### src/frt_pkg.sv
// Fragment reassembly tracker: shared types, codes and default sizes.
// Used by the controller, the datapath, the top level and the bench.
`timescale 1ns / 1ps

package frt_pkg;

  // default table geometry
  localparam int DEF_SLOT_COUNT    = 31;
  localparam int DEF_MAX_FRAGMENTS = 256;
  // most requests that one scan emits
  localparam int SCAN_CAP          = 64;

  // operation codes
  localparam logic [1:0] OP_FRAG = 2'd0;
  localparam logic [1:0] OP_POP  = 2'd1;
  localparam logic [1:0] OP_SCAN = 2'd2;

  // result status codes
  localparam logic [2:0] ST_STORED        = 3'd0;
  localparam logic [2:0] ST_DUPLICATE     = 3'd1;
  localparam logic [2:0] ST_IGNORED       = 3'd2;
  localparam logic [2:0] ST_BAD_INDEX     = 3'd3;
  localparam logic [2:0] ST_POPPED        = 3'd4;
  localparam logic [2:0] ST_NONE_COMPLETE = 3'd5;
  localparam logic [2:0] ST_REQUEST       = 3'd6;
  localparam logic [2:0] ST_NONE_MISSING  = 3'd7;

  // one result item, without its last flag
  typedef struct packed {
    logic [2:0]  status;
    logic [4:0]  slot_index;
    logic [15:0] msg_id;
    logic [7:0]  fragment_index;
    logic [7:0]  fragment_total;
    logic        message_complete;
    logic        evicted_other;
  } frt_res_t;

  // controller -> datapath
  typedef struct packed {
    logic       capture;
    logic       mod_mul;
    logic       mod_qn;
    logic       mod_rem;
    logic       idx_clr;
    logic       idx_inc;
    logic       mem_rd;
    logic       frag_upd;
    logic       pop_take;
    logic       code_ld;
    logic [2:0] code;
    logic       scan_init;
    logic       j_clr;
    logic       j_inc;
    logic       req_load;
    logic       emit;
    logic       emit_last;
  } frt_cmd_t;

  // datapath -> controller
  typedef struct packed {
    logic idx_last;
    logic cur_valid;
    logic cur_complete;
    logic j_end;
    logic bit_set;
    logic n_full;
    logic have_pend;
    logic out_free;
  } frt_stat_t;

endpackage

### src/frt_ctrl.sv
// Controller of the fragment reassembly tracker: sequences fragment updates,
// pop and scan walks over the datapath. Uses frt_pkg.
`timescale 1ns / 1ps

module frt_ctrl (
  input  logic              clk,
  input  logic              rst_n,
  input  logic              in_valid,
  input  logic [1:0]        in_operation,
  input  logic              in_is_data,
  output logic              in_ready,
  input  frt_pkg::frt_stat_t stat,
  output frt_pkg::frt_cmd_t  cmd
);
  import frt_pkg::*;

  localparam logic [3:0] S_IDLE  = 4'd0;
  localparam logic [3:0] S_MOD1  = 4'd1;
  localparam logic [3:0] S_MOD2  = 4'd2;
  localparam logic [3:0] S_MOD3  = 4'd3;
  localparam logic [3:0] S_FRD   = 4'd4;
  localparam logic [3:0] S_FWR   = 4'd5;
  localparam logic [3:0] S_POP   = 4'd6;
  localparam logic [3:0] S_SSLOT = 4'd7;
  localparam logic [3:0] S_SBITS = 4'd8;
  localparam logic [3:0] S_SEND  = 4'd9;
  localparam logic [3:0] S_EMIT  = 4'd10;

  logic [3:0] state_r;
  logic [3:0] state_nxt;

  assign in_ready = (state_r == S_IDLE);

  always_comb begin
    state_nxt = state_r;
    cmd       = '0;
    unique case (state_r)
      S_IDLE: begin
        if (in_valid) begin
          cmd.capture = 1'b1;
          if (in_operation == OP_FRAG && in_is_data) begin
            state_nxt = S_MOD1;
          end else if (in_operation == OP_POP) begin
            cmd.idx_clr = 1'b1;
            state_nxt   = S_POP;
          end else if (in_operation == OP_SCAN) begin
            cmd.idx_clr   = 1'b1;
            cmd.scan_init = 1'b1;
            state_nxt     = S_SSLOT;
          end else begin
            cmd.code_ld = 1'b1;
            cmd.code    = ST_IGNORED;
            state_nxt   = S_EMIT;
          end
        end
      end
      // slot number in three registered steps
      S_MOD1: begin
        cmd.mod_mul = 1'b1;
        state_nxt   = S_MOD2;
      end
      S_MOD2: begin
        cmd.mod_qn = 1'b1;
        state_nxt  = S_MOD3;
      end
      S_MOD3: begin
        cmd.mod_rem = 1'b1;
        state_nxt   = S_FRD;
      end
      // read-modify-write of the slot's bitmap row
      S_FRD: begin
        cmd.mem_rd = 1'b1;
        state_nxt  = S_FWR;
      end
      S_FWR: begin
        cmd.frag_upd = 1'b1;
        state_nxt    = S_EMIT;
      end
      // walk for the lowest complete slot
      S_POP: begin
        if (stat.cur_complete) begin
          cmd.pop_take = 1'b1;
          state_nxt    = S_EMIT;
        end else if (stat.idx_last) begin
          cmd.code_ld = 1'b1;
          cmd.code    = ST_NONE_COMPLETE;
          state_nxt   = S_EMIT;
        end else begin
          cmd.idx_inc = 1'b1;
        end
      end
      // scan: pick the next incomplete slot
      S_SSLOT: begin
        if (stat.n_full) begin
          state_nxt = S_SEND;
        end else if (stat.cur_valid && !stat.cur_complete) begin
          cmd.mem_rd = 1'b1;
          cmd.j_clr  = 1'b1;
          state_nxt  = S_SBITS;
        end else if (stat.idx_last) begin
          state_nxt = S_SEND;
        end else begin
          cmd.idx_inc = 1'b1;
        end
      end
      // scan: a bit per cycle unless output stalls; one request held back
      S_SBITS: begin
        if (stat.j_end || stat.n_full) begin
          if (stat.idx_last) begin
            state_nxt = S_SEND;
          end else begin
            cmd.idx_inc = 1'b1;
            state_nxt   = S_SSLOT;
          end
        end else if (stat.bit_set) begin
          cmd.j_inc = 1'b1;
        end else if (!stat.have_pend || stat.out_free) begin
          cmd.emit     = stat.have_pend;
          cmd.req_load = 1'b1;
          cmd.j_inc    = 1'b1;
        end
      end
      S_SEND: begin
        if (!stat.have_pend) begin
          cmd.code_ld = 1'b1;
          cmd.code    = ST_NONE_MISSING;
        end
        state_nxt = S_EMIT;
      end
      S_EMIT: begin
        if (stat.out_free) begin
          cmd.emit      = 1'b1;
          cmd.emit_last = 1'b1;
          state_nxt     = S_IDLE;
        end
      end
      default: state_nxt = S_IDLE;
    endcase
  end

  always_ff @(posedge clk) begin
    if (!rst_n) begin
      state_r <= S_IDLE;
    end else begin
      state_r <= state_nxt;
    end
  end

endmodule

### config.mk
export PLATFORM = sky130hd
export DESIGN_NAME = frt_ctrl
export DESIGN_NICKNAME = d
export VERILOG_FILES = /design/src/frt_pkg.sv /design/src/frt_ctrl.sv
export SDC_FILE = /design/constraint.sdc
export NUM_CORES = 1
export LEC_CHECK = 0
export BUFFER_PORTS_ARGS = -buffer_cell sky130_fd_sc_hd__buf_2
export CAP_MARGIN = 20
export CORE_AREA = 2 2 40 45
export DETAILED_ROUTE_END_ITERATION = 10
export DIE_AREA = 0 0 42 47
export PLACE_DENSITY_LB_ADDON = 0.3
export SYNTH_ARGS = -nofsm -noshare
export SYNTH_HDL_FRONTEND = slang
export SYNTH_SLANG_ARGS = --single-unit
### constraint.sdc
create_clock -name clk -period 2.33 [get_ports clk]
set_input_delay 0.1165 -clock clk [delete_from_list [all_inputs] [get_ports clk]]
set_output_delay 0.1165 -clock clk [all_outputs]
set_load 0.005 [all_outputs]
---- Word level (Yosys, flattened, before mapping) ----
Cells that the tools add are included.
storage, ports and cells
  register bits ........................... 4
  bits of input ports ..................... 14
  output and inout port bits .............. 20
  word-level logic and storage cells ...... 81
cells by class
  equality and inequality tests ........... 17
  muxes and demuxes ....................... 53
  reductions and logical operators ........ 10
operators with widths
  operator                                                               number
  4-bit 2-to-1 mux                                                       16
  4-bit case mux with 10 select lines                                    1
  1-bit 2-to-1 mux                                                       23
  4-bit by 3-bit equality test with 1-bit output, second input constant  4
  5-bit 2-to-1 mux                                                       3
  4-bit equality test, second input constant                             3
  4-bit case mux with 3 select lines                                     1
  4-bit by 2-bit equality test with 1-bit output, second input constant  2
  2-bit 2-to-1 mux                                                       4
  3-bit 2-to-1 mux                                                       2
  2-bit inequality test, second input constant                           3
  5-bit AND reduction                                                    1
  4-bit by 1-bit equality test with 1-bit output, second input constant  1
  4-bit zero test                                                        1
  4-bit inequality test, second input constant                           1
  1-bit case mux with 2 select lines                                     2
  3-bit inequality test, second input constant                           1
  1-bit case mux with 3 select lines                                     1
  2-bit by 1-bit equality test with 1-bit output, second input constant  1
  2-bit equality test, second input constant                             1
  1-bit logical AND                                                      2
  1-bit zero test                                                        2
  2-bit zero test                                                        1
  1-bit logical OR                                                       2
  2-bit OR reduction                                                     1

---- Depth between registers and ports, before layout ----
Gate-level depths: netlist of the first run.
  word-level depth ........................ 6
  mapped depth ............................ 6

---- Worst setup path after synthesis of the first run ----
OpenSTA, ideal clock, no wires.
  path type ............................... register to output
  from .................................... register state_r[1]
  to ...................................... output port cmd[7] in the netlist's numbering
  data arrival time ....................... 1.415 ns
  required time ........................... 2.214 ns
  path slack .............................. 0.799 ns
  cell stages (with the launch flop) ...... 7
  path buffers ............................ 1
  cells stage by stage .................... dfxtp_1 > buf_6 > or4_4 > inv_1 > and2_1 > nand2_1 > o21bai_1
RTL lines
  what                    line             source
  from (decl)             frt_ctrl.sv:29   logic [3:0] state_r;
  from (signal assigned)  frt_ctrl.sv:145  state_r <= state_nxt;
  to (decl)               frt_ctrl.sv:13   output frt_pkg::frt_cmd_t cmd

==> results of run 1 <==
[power breakdown]
part | leakage [uW] | total [uW] | internal [uW] | switching (uW)
clock | 0.0000138 | 87.3 | 57.7 | 29.6
combinational | 0.000372 | 542 | 287 | 255
sequential | 0.0000330 | 221 | 98.4 | 123
total | 0.000419 | 850 | 443 | 407
[how the worst max path moves through the flow]
stage | from | end | slack (ns) | depth (start not counted)
6_report | state_r[2] | cmd[13] | 0.16 | 5
5_1_grt | state_r[3] | cmd[1] | 0.008 | 4
4_1_cts | state_r[3] | cmd[9] | 0.18 | 5
3_5_place_dp | state_r[3] | cmd[9] | 0.44 | 5
3_3_place_gp | state_r[3] | cmd[9] | 0.48 | 5
2_1_floorplan | state_r[1] | cmd[7] | 0.80 | 6
[through the flow]
step	setup WS [ns]	total power (uW)	cell area (sq um)	hold WS (ns)
after floorplan	0.7988	612.8	688.2	0.2499
after global placement	0.4753	741.9	834.6	0.3649
after detailed placement	0.4411	745.7	834.6	0.3683
after CTS	0.1761	843.9	857.1	0.1309
after global routing	0.007762	934.8	857.1	0.1333
final	0.1613	850.1	857.1	0.1274
[layer usage]
layer,vias up,track usage,part of all wire
met5,-,0,0
met4,0,0.03871,0.0046
met3,2,0.02308,0.058
met2,32,0.3813,0.51
met1,408,0.2700,0.43
li1,425,-,-
[worst reg2reg max path, cell delays in order, from the launching register on]
cell and delay, ns:
dfxtp_1 0.63, nor4b_1 0.61, o2bb2ai_1 0.23, nor3_1 0.09
a32o_1 0.26
[synthesized netlist by cell type (2+ instances only)]
cell       instances  area share
a21oi_1            4       0.029
or4_1              2       0.022
inv_1              8       0.044
a31oi_1            2       0.018
a211oi_1           4       0.044
buf_2              2       0.015
ha_1               2       0.036
dfxtp_1            4        0.12
o21bai_1           2       0.022
buf_4              2       0.022
or2_2              4       0.036
nor2_1            10       0.055
and3_1             2       0.018
o2bb2ai_1          2       0.025
nor3b_1            6       0.065
nor4b_1            2       0.025
nand2b_1           3       0.027
nor3_1             4       0.029
nand2_1            5       0.027
[final cells by class]
| cell class | instances | share of cell area |
|---|---|---|
| tap | 17 | 0.02482 |
| clock buffer | 3 | 0.02628 |
| inverter | 8 | 0.03504 |
| sequential | 4 | 0.09343 |
| multi-input combinational | 79 | 0.6277 |
| timing repair buffer | 33 | 0.1927 |
[kinds of logic after synthesis]
family | count (synthesis) | synth area share
buf+inv | 14 | 0.1018
compound gates | 25 | 0.2782
flops | 4 | 0.1164
fa+ha+maj | 2 | 0.03636
simple gates | 52 | 0.4673
==> metrics.md, run 1 <==
| Metric | Value |
|---|---|
| Crit path max-delay family | `flip-flops` |
| Syn_nets | `113` |
| Placer Congestion | `0.8746` |
| Relative slew slack | `0.5597` |
| Core box area | `0.001520 sq mm` |
| CTS Buffer Depth | `2` |
| Worst Hold End | `state_r[3]` |
| GRT overflow | `0` |
| Final nets | `145` |
| Tmin final | `2.169 ns` |
| Total negative slack | `0 ns` |
| Top reg by flops | `state_r` |
| Most frequent cells in the layout | `33 x buf_2, 10 x nor2_1, 8 x inv_1` |
| Clock-pin transition on the worst setup and hold timing paths | `0.04 ns` |
| CTS resizes | `0` |
| Total Routed Length | `1958 um` |
| Clk Latency, worst-skew pair | `0.24 ns` |
| Slew at the pin closest to its max-slew limit | `0.6513 ns` |
| CP Data Required Time | `2.21 ns` |
| Multi-input gate area | `538.0 sq um` |
| Worst hold stages | `2` |
| Routed len/inst | `13.60 um` |
| Kind of critical path | `flop to output port` |
| Htree depth | `1` |
| Maximum clock rate | `461.1 MHz` |
| Highest cell delay on the worst timing path | `0.65 ns` |
| Final Skew | `0.008300 ns` |
| Max FFs per register | `4` |
| Largest net degree at the start of global routing | `20` |
| Reg-to-Reg End | `state_r[0]` |
| Drt pass-1 iters | `4` |
| Async S/R FF share, synth | `0` |
| Number of synthesized register bits | `4` |
| WP data arrival | `2.05 ns` |
| First-pass GRT wire length | `3270 um` |
| Slowest cell on the critical path | `dfxtp_1` |
| # diodes | `0` |
| CP Max Fanout | `18` |
| Initial Utilization | `0.4527` |
| CTS buffer count | `3` |
| Avg Cell Area, Syn | `7.094 sq um` |
| Post-synth EDFFs | `0` |
| Tightest Hold Check Type | `input pin to flop` |
| Unrepaired setup endpoints after global routing | `no` |
| Post-Synthesis Cells | `97` |
| Synth Flop Type | `dfxtp_1` |
| CTS Hold Bufs | `0` |
| Largest regs | `state_r x4` |
| Hold Fails Final Rpt | `0` |
| Vias per Instance | `6.021` |
| Worst vdd ir | `638.2 uV` |
| Reg area | `80.08 sq um` |
| Vias | `867` |
| Fin util | `0.5638` |
| Pwr per Cell Area | `991.9 mW/mm^2` |
| Post-synthesis sequential area ratio | `0.1164` |
| Area growth from synthesis to layout | `24.55%` |
| Die Y | `47 um` |
| I/O pin count | `34` |
| Max cap viols | `0` |
| Vias in the first global route | `764` |
| Count of cell types in the netlist | `46` |
| Post-Syn Area | `688.2 sq um` |
| Root cell of the clock tree | `clkbuf_4` |
| Worst reg-to-reg path cell count | `4` |
| Rows | `15` |
| FILL cells | `161` |
| R2R Setup Slk | `0.41 ns` |
| Leak | `0.0004192 uW` |
| DRC errors left | `0` |
| Startpoint Class | `flop` |
| Status | `complete, no violations` |
| Initial DRC count | `22` |
| CTS tree | `yes` |
| Total track usage | `0.2079` |
| Chip width | `42 um` |
| Period utilization | `0.9308` |
| Endpoints failing setup | `0` |
| Post-detail-place hpwl | `1453 um` |
| Fin cells | `144` |
| Pins over their slew limit | `0` |
| Placed cell count | `141` |
| Post-CTS setup buffers | `0` |
| Clock sink total | `4` |
| Layout cells sized above 1 | `0.3386` |
| Port bufs | `33` |
| Die area | `0.001974 sq mm` |
| Synth Warn # | `0` |
| Worst Path Buf+Inv | `1` |
| Commonest non-fill, non-tap cell in the layout | `buf_2` |
| Worst r2r src | `state_r[3]` |
| CP Cell Sequence | `nand4b_1, o32ai_1, nand2_1, o41ai_1, buf_2` |
| Antenna viol nets, final | `0` |
| Initial antenna violation count | `0` |
| Crit. End Element | `output port` |
| Critical hold path startpoint | `rst_n` |
No activity file was read; power rests on OpenSTA's default activity.
==> run 2: changes to the inputs <==
--- a/config.mk
+++ b/config.mk
@@ -6,11 +6,11 @@
 export NUM_CORES = 1
 export LEC_CHECK = 0
 export BUFFER_PORTS_ARGS = -buffer_cell sky130_fd_sc_hd__buf_2
-export CAP_MARGIN = 20
 export CORE_AREA = 2 2 40 45
 export DETAILED_ROUTE_END_ITERATION = 10
 export DIE_AREA = 0 0 42 47
 export PLACE_DENSITY_LB_ADDON = 0.3
+export RECOVER_POWER = 50
 export SYNTH_ARGS = -nofsm -noshare
 export SYNTH_HDL_FRONTEND = slang
 export SYNTH_SLANG_ARGS = --single-unit
==> run 2 against run 1 <==
Effect of this change: hold slack better by 0.00081 ns; die area unchanged; largest power group unchanged; register-to-register slack got worse by 0.06 ns; sequential power is essentially flat; sequential share of layout area increased by 0.14 points; total power down 2.6%; global-route usage unchanged; critical endpoint unchanged; critical path depth unchanged.
==> metrics.md, run 2 (synthesis gave the netlist of run 1 again) <==
| Metric | Value |
|---|---|
| Drt pass-1 iters | `4 (unchanged)` |
| Total Routed Length | `1951 um (was 1958 um)` |
| Initial antenna violation count | `0 (unchanged)` |
| Layout cells sized above 1 | `0.2756 (was 0.3386)` |
| FILL cells | `164 (was 161)` |
| Top reg by flops | `state_r (unchanged)` |
| CTS tree | `yes (unchanged)` |
| Hold slack | `0.1282 ns (was 0.1274 ns)` |
| Routed len/inst | `13.55 um (was 13.60 um)` |
| Hold Fails Final Rpt | `0 (unchanged)` |
| Clk Latency, worst-skew pair | `0.24 ns (about the same)` |
| Leak | `0.0003858 uW (was 0.0004192 uW)` |
| Crit. End Element | `output port (unchanged)` |
| CTS resizes | `0 (unchanged)` |
| Pwr per Cell Area | `980.5 mW/mm^2 (was 991.9 mW/mm^2)` |
| Antenna viol nets, final | `0 (unchanged)` |
| CTS buffer count | `3 (unchanged)` |
| Total negative slack | `0 ns (unchanged)` |
| CP Max Fanout | `18 (unchanged)` |
| Status | `complete, no violations (unchanged)` |
| Worst reg-to-reg path cell count | `4 (unchanged)` |
| Maximum clock rate | `464.2 MHz (was 461.1 MHz)` |
| Final nets | `145 (unchanged)` |
| Final Skew | `0.008635 ns (was 0.008300 ns)` |
| Max FFs per register | `4 (unchanged)` |
| Total track usage | `0.2079 (unchanged)` |
| Max cap viols | `0 (unchanged)` |
| Setup WS post-layout | `0.1756 ns (was 0.1613 ns)` |
| Largest regs | `state_r x4 (unchanged)` |
| Core box area | `0.001520 sq mm (unchanged)` |
| Vias in the first global route | `764 (unchanged)` |
| Post-Place Worst Slack | `0.4411 ns (unchanged)` |
| CP Capture Point | `cmd[13] (unchanged)` |
| Clock sink total | `4 (unchanged)` |
| CP Data Required Time | `2.21 ns (about the same)` |
| Rows | `15 (unchanged)` |
| Die Y | `47 um (unchanged)` |
| # diodes | `0 (unchanged)` |
| Clock-pin transition on the worst setup and hold timing paths | `0.04 ns (about the same)` |
| Port bufs | `33 (unchanged)` |
| Chip width | `42 um (unchanged)` |
| I/O pin count | `34 (unchanged)` |
| Multi-input gate area | `534.3 sq um (was 538.0 sq um)` |
| Vias | `871 (was 867)` |
| Endpoints failing setup | `0 (unchanged)` |
| Initial Utilization | `0.4527 (unchanged)` |
| Reg area | `80.08 sq um (unchanged)` |
| Most frequent cells in the layout | `25 x buf_2, 10 x nor2_1, 8 x inv_1 (was 33 x buf_2, 10 x nor2_1, 8 x inv_1)` |
| First-pass GRT wire length | `3270 um (unchanged)` |
| Post-CTS setup buffers | `0 (unchanged)` |
| DRC errors left | `0 (unchanged)` |
| Worst vdd ir | `596.1 uV (was 638.2 uV)` |
| R2R Setup Slk | `0.35 ns (was 0.41 ns)` |
| Vias per Instance | `6.049 (was 6.021)` |
| GRT overflow | `0 (unchanged)` |
| Slew at the pin closest to its max-slew limit | `0.6665 ns (was 0.6513 ns)` |
| Area growth from synthesis to layout | `22.73% (was 24.55%)` |
| Commonest non-fill, non-tap cell in the layout | `buf_2 (unchanged)` |
| Reg-to-Reg End | `state_r[0] (unchanged)` |
| Unrepaired setup endpoints after global routing | `no (unchanged)` |
| Pwr Total | `828.1 uW (was 850.1 uW)` |
| Pins over their slew limit | `0 (unchanged)` |
| Tmin final | `2.154 ns (was 2.169 ns)` |
| Die area | `0.001974 sq mm (unchanged)` |
| Largest net degree at the start of global routing | `20 (unchanged)` |
| Root cell of the clock tree | `clkbuf_4 (unchanged)` |
| Worst r2r src | `state_r[1] (was state_r[3])` |
| CTS Hold Bufs | `0 (unchanged)` |
| Htree depth | `1 (unchanged)` |
| Initial DRC count | `25 (was 22)` |
| Origin of the worst setup path | `state_r[2] (unchanged)` |
| Startpoint Class | `flop (unchanged)` |
| WP data arrival | `2.04 ns (was 2.05 ns)` |
| Period utilization | `0.9246 (was 0.9308)` |
| Post-detail-place hpwl | `1453 um (unchanged)` |
| Tightest Hold Check Type | `input pin to flop (unchanged)` |
| Placer Congestion | `0.8746 (unchanged)` |
| CTS Buffer Depth | `2 (unchanged)` |
| Kind of critical path | `flop to output port (unchanged)` |
| Relative slew slack | `0.5494 (was 0.5597)` |
==> run 2: cell count changes in the layout (fill, tap and decap cells not counted), sizes merged <==
cell / delta
buf: -8
clkbuf: +8
==> run 2: worst min path at each step <==
stage                      from         end  slack [ns]  cells past startpoint
after CTS                 rst_n  state_r[3]        0.13                      2
after global routing      rst_n  state_r[3]        0.13                      2
after detailed placement  rst_n  state_r[3]        0.37                      2
final                     rst_n  state_r[3]        0.13                      2
after floorplan           rst_n  state_r[3]        0.25                      1
after global placement    rst_n  state_r[3]        0.36                      2
==> run 2: power breakdown <==
part	switching, uW	total (uW)	internal (uW)
combinational	256	522	266
clock	29.9	87.6	57.7
sequential	120	218	98.4
total	405	828	423
==> run 2: critical path: stages (launching register included) <==
cell      delay, ns
dfxtp_1        0.64
nand4b_1       0.26
o32ai_1        0.41
nand2_1        0.20
o41ai_1        0.11
buf_2          0.18
==> run 2: area by class of cell <==
cell class | instances | share of cell area
Multi-Input combinational cell | 79 | 0.6326
Timing Repair Buffer | 33 | 0.1852
Sequential cell | 4 | 0.09481
Inverter | 8 | 0.03556
Clock buffer | 3 | 0.02667
Tap cell | 17 | 0.02519
==> run 2: stage by stage <==
stage	instance area, sq um	util	std cells
detailed placement	834.6	0.5490	141
global placement	834.6	0.5490	141
finish	844.6	0.5556	144
floorplan	688.2	-	97
global route	844.6	0.5556	144
CTS	857.1	0.5638	144
==> run 2: metal layers <==
layer	up-vias	GRT usage	routed length, um
met2	30	0.3813	966
met3	2	0.02308	110
met4	0	0.03871	9
li1	427	-	-
met1	412	0.2700	864
met5	-	0	0
==> run 3: changes to the inputs <==
--- a/config.mk
+++ b/config.mk
@@ -7,10 +7,11 @@
 export LEC_CHECK = 0
 export BUFFER_PORTS_ARGS = -buffer_cell sky130_fd_sc_hd__buf_2
 export CORE_AREA = 2 2 40 45
+export CTS_CLUSTER_SIZE = 40
 export DETAILED_ROUTE_END_ITERATION = 10
 export DIE_AREA = 0 0 42 47
 export PLACE_DENSITY_LB_ADDON = 0.3
-export RECOVER_POWER = 50
+export RECOVER_POWER = 100
 export SYNTH_ARGS = -nofsm -noshare
 export SYNTH_HDL_FRONTEND = slang
 export SYNTH_SLANG_ARGS = --single-unit
==> constraint.sdc (replaced) <==
create_clock -name clk -period 2.33 [get_ports clk]
set_input_delay 0.1165 -clock clk [delete_from_list [all_inputs] [get_ports clk]]
set_output_delay 0.1165 -clock clk [all_outputs]
set_load 0.1 [all_outputs]
==> run 3 against run 2 <==
Effect of this change: clock skew decreased by 0.0039 ns; core utilization increased by 14 points; combinational power rose by 150%; via count grew 4.2%; sequential cell count stayed put; global-route usage rose by 2.2 points; critical path type unchanged; critical endpoint is now cmd[9].
==> metrics.md, run 3 (synthesis gave the netlist of run 1 again) <==
| Metric | Value |
|---|---|
| Status | `complete, no violations (unchanged)` |
| Clk Latency, worst-skew pair | `0.25 ns (was 0.24 ns)` |
| Tmin final | `2.215 ns (was 2.154 ns)` |
| Root cell of the clock tree | `clkbuf_4 (unchanged)` |
| CTS Hold Bufs | `0 (unchanged)` |
| WP data arrival | `2.10 ns (was 2.04 ns)` |
| Slew at the pin closest to its max-slew limit | `0.5368 ns (was 0.6665 ns)` |
| Reg area | `83.83 sq um (was 80.08 sq um)` |
| Max cap viols | `0 (unchanged)` |
| Post-detail-place hpwl | `1685 um (was 1453 um)` |
| Die area | `0.001974 sq mm (unchanged)` |
| Htree depth | `1 (unchanged)` |
| Total Routed Length | `2229 um (was 1951 um)` |
| Initial Utilization | `0.4527 (unchanged)` |
| R2R Setup Slk | `0.51 ns (was 0.35 ns)` |
| Max FFs per register | `4 (unchanged)` |
| Antenna viol nets, final | `0 (unchanged)` |
| Drt pass-1 iters | `5 (was 4)` |
| Placer Congestion | `0.8758 (was 0.8746)` |
| Clock sink total | `4 (unchanged)` |
| CP Data Required Time | `2.21 ns (about the same)` |
| Core box area | `0.001520 sq mm (unchanged)` |
| Endpoints failing setup | `0 (unchanged)` |
| Relative slew slack | `0.6408 (was 0.5494)` |
| Vias per Instance | `6.219 (was 6.049)` |
| Vias | `908 (was 871)` |
| Initial DRC count | `36 (was 25)` |
| Unrepaired setup endpoints after global routing | `no (unchanged)` |
| Final Skew | `0.004688 ns (was 0.008635 ns)` |
| Worst vdd ir | `1520 uV (was 596.1 uV)` |
| Final nets | `147 (was 145)` |
| CTS resizes | `0 (unchanged)` |
| Tightest Hold Check Type | `input pin to flop (unchanged)` |
| Kind of critical path | `flop to output port (unchanged)` |
| Top reg by flops | `state_r (unchanged)` |
| CTS Buffer Depth | `2 (unchanged)` |
| FILL cells | `134 (was 164)` |
| Clock-pin transition on the worst setup and hold timing paths | `0.05 ns (was 0.04 ns)` |
| Die Y | `47 um (unchanged)` |
| # diodes | `0 (unchanged)` |
| Most frequent cells in the layout | `13 x buf_2, 13 x clkbuf_2, 9 x nor2_1 (was 25 x buf_2, 10 x nor2_1, 8 x inv_1)` |
| CP Max Fanout | `18 (unchanged)` |
| Startpoint Class | `flop (unchanged)` |
| Post-CTS setup buffers | `0 (unchanged)` |
| Layout cells sized above 1 | `0.4729 (was 0.2756)` |
| Vias in the first global route | `769 (was 764)` |
| Area growth from synthesis to layout | `52.91% (was 22.73%)` |
| Hold slack | `0.1039 ns (was 0.1282 ns)` |
| Total track usage | `0.2302 (was 0.2079)` |
| Leak | `0.0004526 uW (was 0.0003858 uW)` |
| Multi-input gate area | `655.6 sq um (was 534.3 sq um)` |
| GRT overflow | `0 (unchanged)` |
| I/O pin count | `34 (unchanged)` |
| Hold Fails Final Rpt | `0 (unchanged)` |
| CTS tree | `yes (unchanged)` |
| Port bufs | `33 (unchanged)` |
| Largest regs | `state_r x4 (unchanged)` |
| DRC errors left | `0 (unchanged)` |
| Rows | `15 (unchanged)` |
| Largest net degree at the start of global routing | `20 (unchanged)` |
| CTS buffer count | `3 (unchanged)` |
| Maximum clock rate | `451.4 MHz (was 464.2 MHz)` |
| Pwr per Cell Area | `1514 mW/mm^2 (was 980.5 mW/mm^2)` |
| Initial antenna violation count | `0 (unchanged)` |
| Crit. End Element | `output port (unchanged)` |
| Routed len/inst | `15.27 um (was 13.55 um)` |
| Period utilization | `0.9508 (was 0.9246)` |
| Fin util | `0.6922 (was 0.5556)` |
| Pins over their slew limit | `0 (unchanged)` |
| First-pass GRT wire length | `3443 um (was 3270 um)` |
| Chip width | `42 um (unchanged)` |
## run 3: changes by cell type in the layout (fill, tap and decap cells not counted), moves of 2 or more
cell	previous run	this run
clkbuf_4	3	5
buf_4	0	2
nor3b_2	0	2
clkbuf_2	1	13
nor3b_1	6	4
buf_12	0	3
o21bai_1	2	0
o21bai_4	0	2
dfxtp_2	0	3
buf_2	25	13
dfxtp_1	4	1
clkbuf_1	7	0
## run 3: worst max-delay path: stages, from the launching register on
cell	delay [ns]
dfxtp_2	0.43
or3b_2	0.51
nor3b_1	0.34
or2_2	0.21
o21bai_4	0.12
buf_6	0.23
## run 3: path summary, 6_finish.rpt
check             startpoint    endpoint  cells past startpoint
setup / recovery  state_r[2]      cmd[9]                      5
hold / removal         rst_n  state_r[3]                      2
setup reg to reg  state_r[2]  state_r[0]                      4
hold reg to reg   state_r[3]  state_r[3]                      2
## run 3: cell type report
| class | count | share of cell area |
|---|---|---|
| Inverter | 8 | 0.03210 |
| Tap cell | 17 | 0.02021 |
| Multi-Input combinational cell | 79 | 0.6231 |
| Clock buffer | 3 | 0.02140 |
| Sequential cell | 4 | 0.07967 |
| Timing Repair Buffer | 35 | 0.2235 |
## run 3: stage by stage
step	TNS (ns)	instance area [sq um]	std cells	total power, uW	worst slack (ns)
2_1_floorplan	-0.2797	813.3	97	1284	-0.1516
4_1_cts	-0.1362	1072	146	1623	-0.06849
3_3_place_gp	0	1050	143	1504	0.3286
3_5_place_dp	0	1050	143	1523	0.2166
6_report	0	1052	146	1593	0.1146
5_1_grt	0	1052	146	1658	0.01097
## run 3: per-layer routing
metal | part of all wire | track usage
met1 | 0.39 | 0.2609
met2 | 0.52 | 0.4500
met3 | 0.082 | 0.03846
met4 | 0.011 | 0.07097
met5 | 0 | 0
## run 3: power by group
part,internal (uW),switching (uW)
sequential,103,114
clock,58.4,39.7
combinational,364,913
total,526,1070
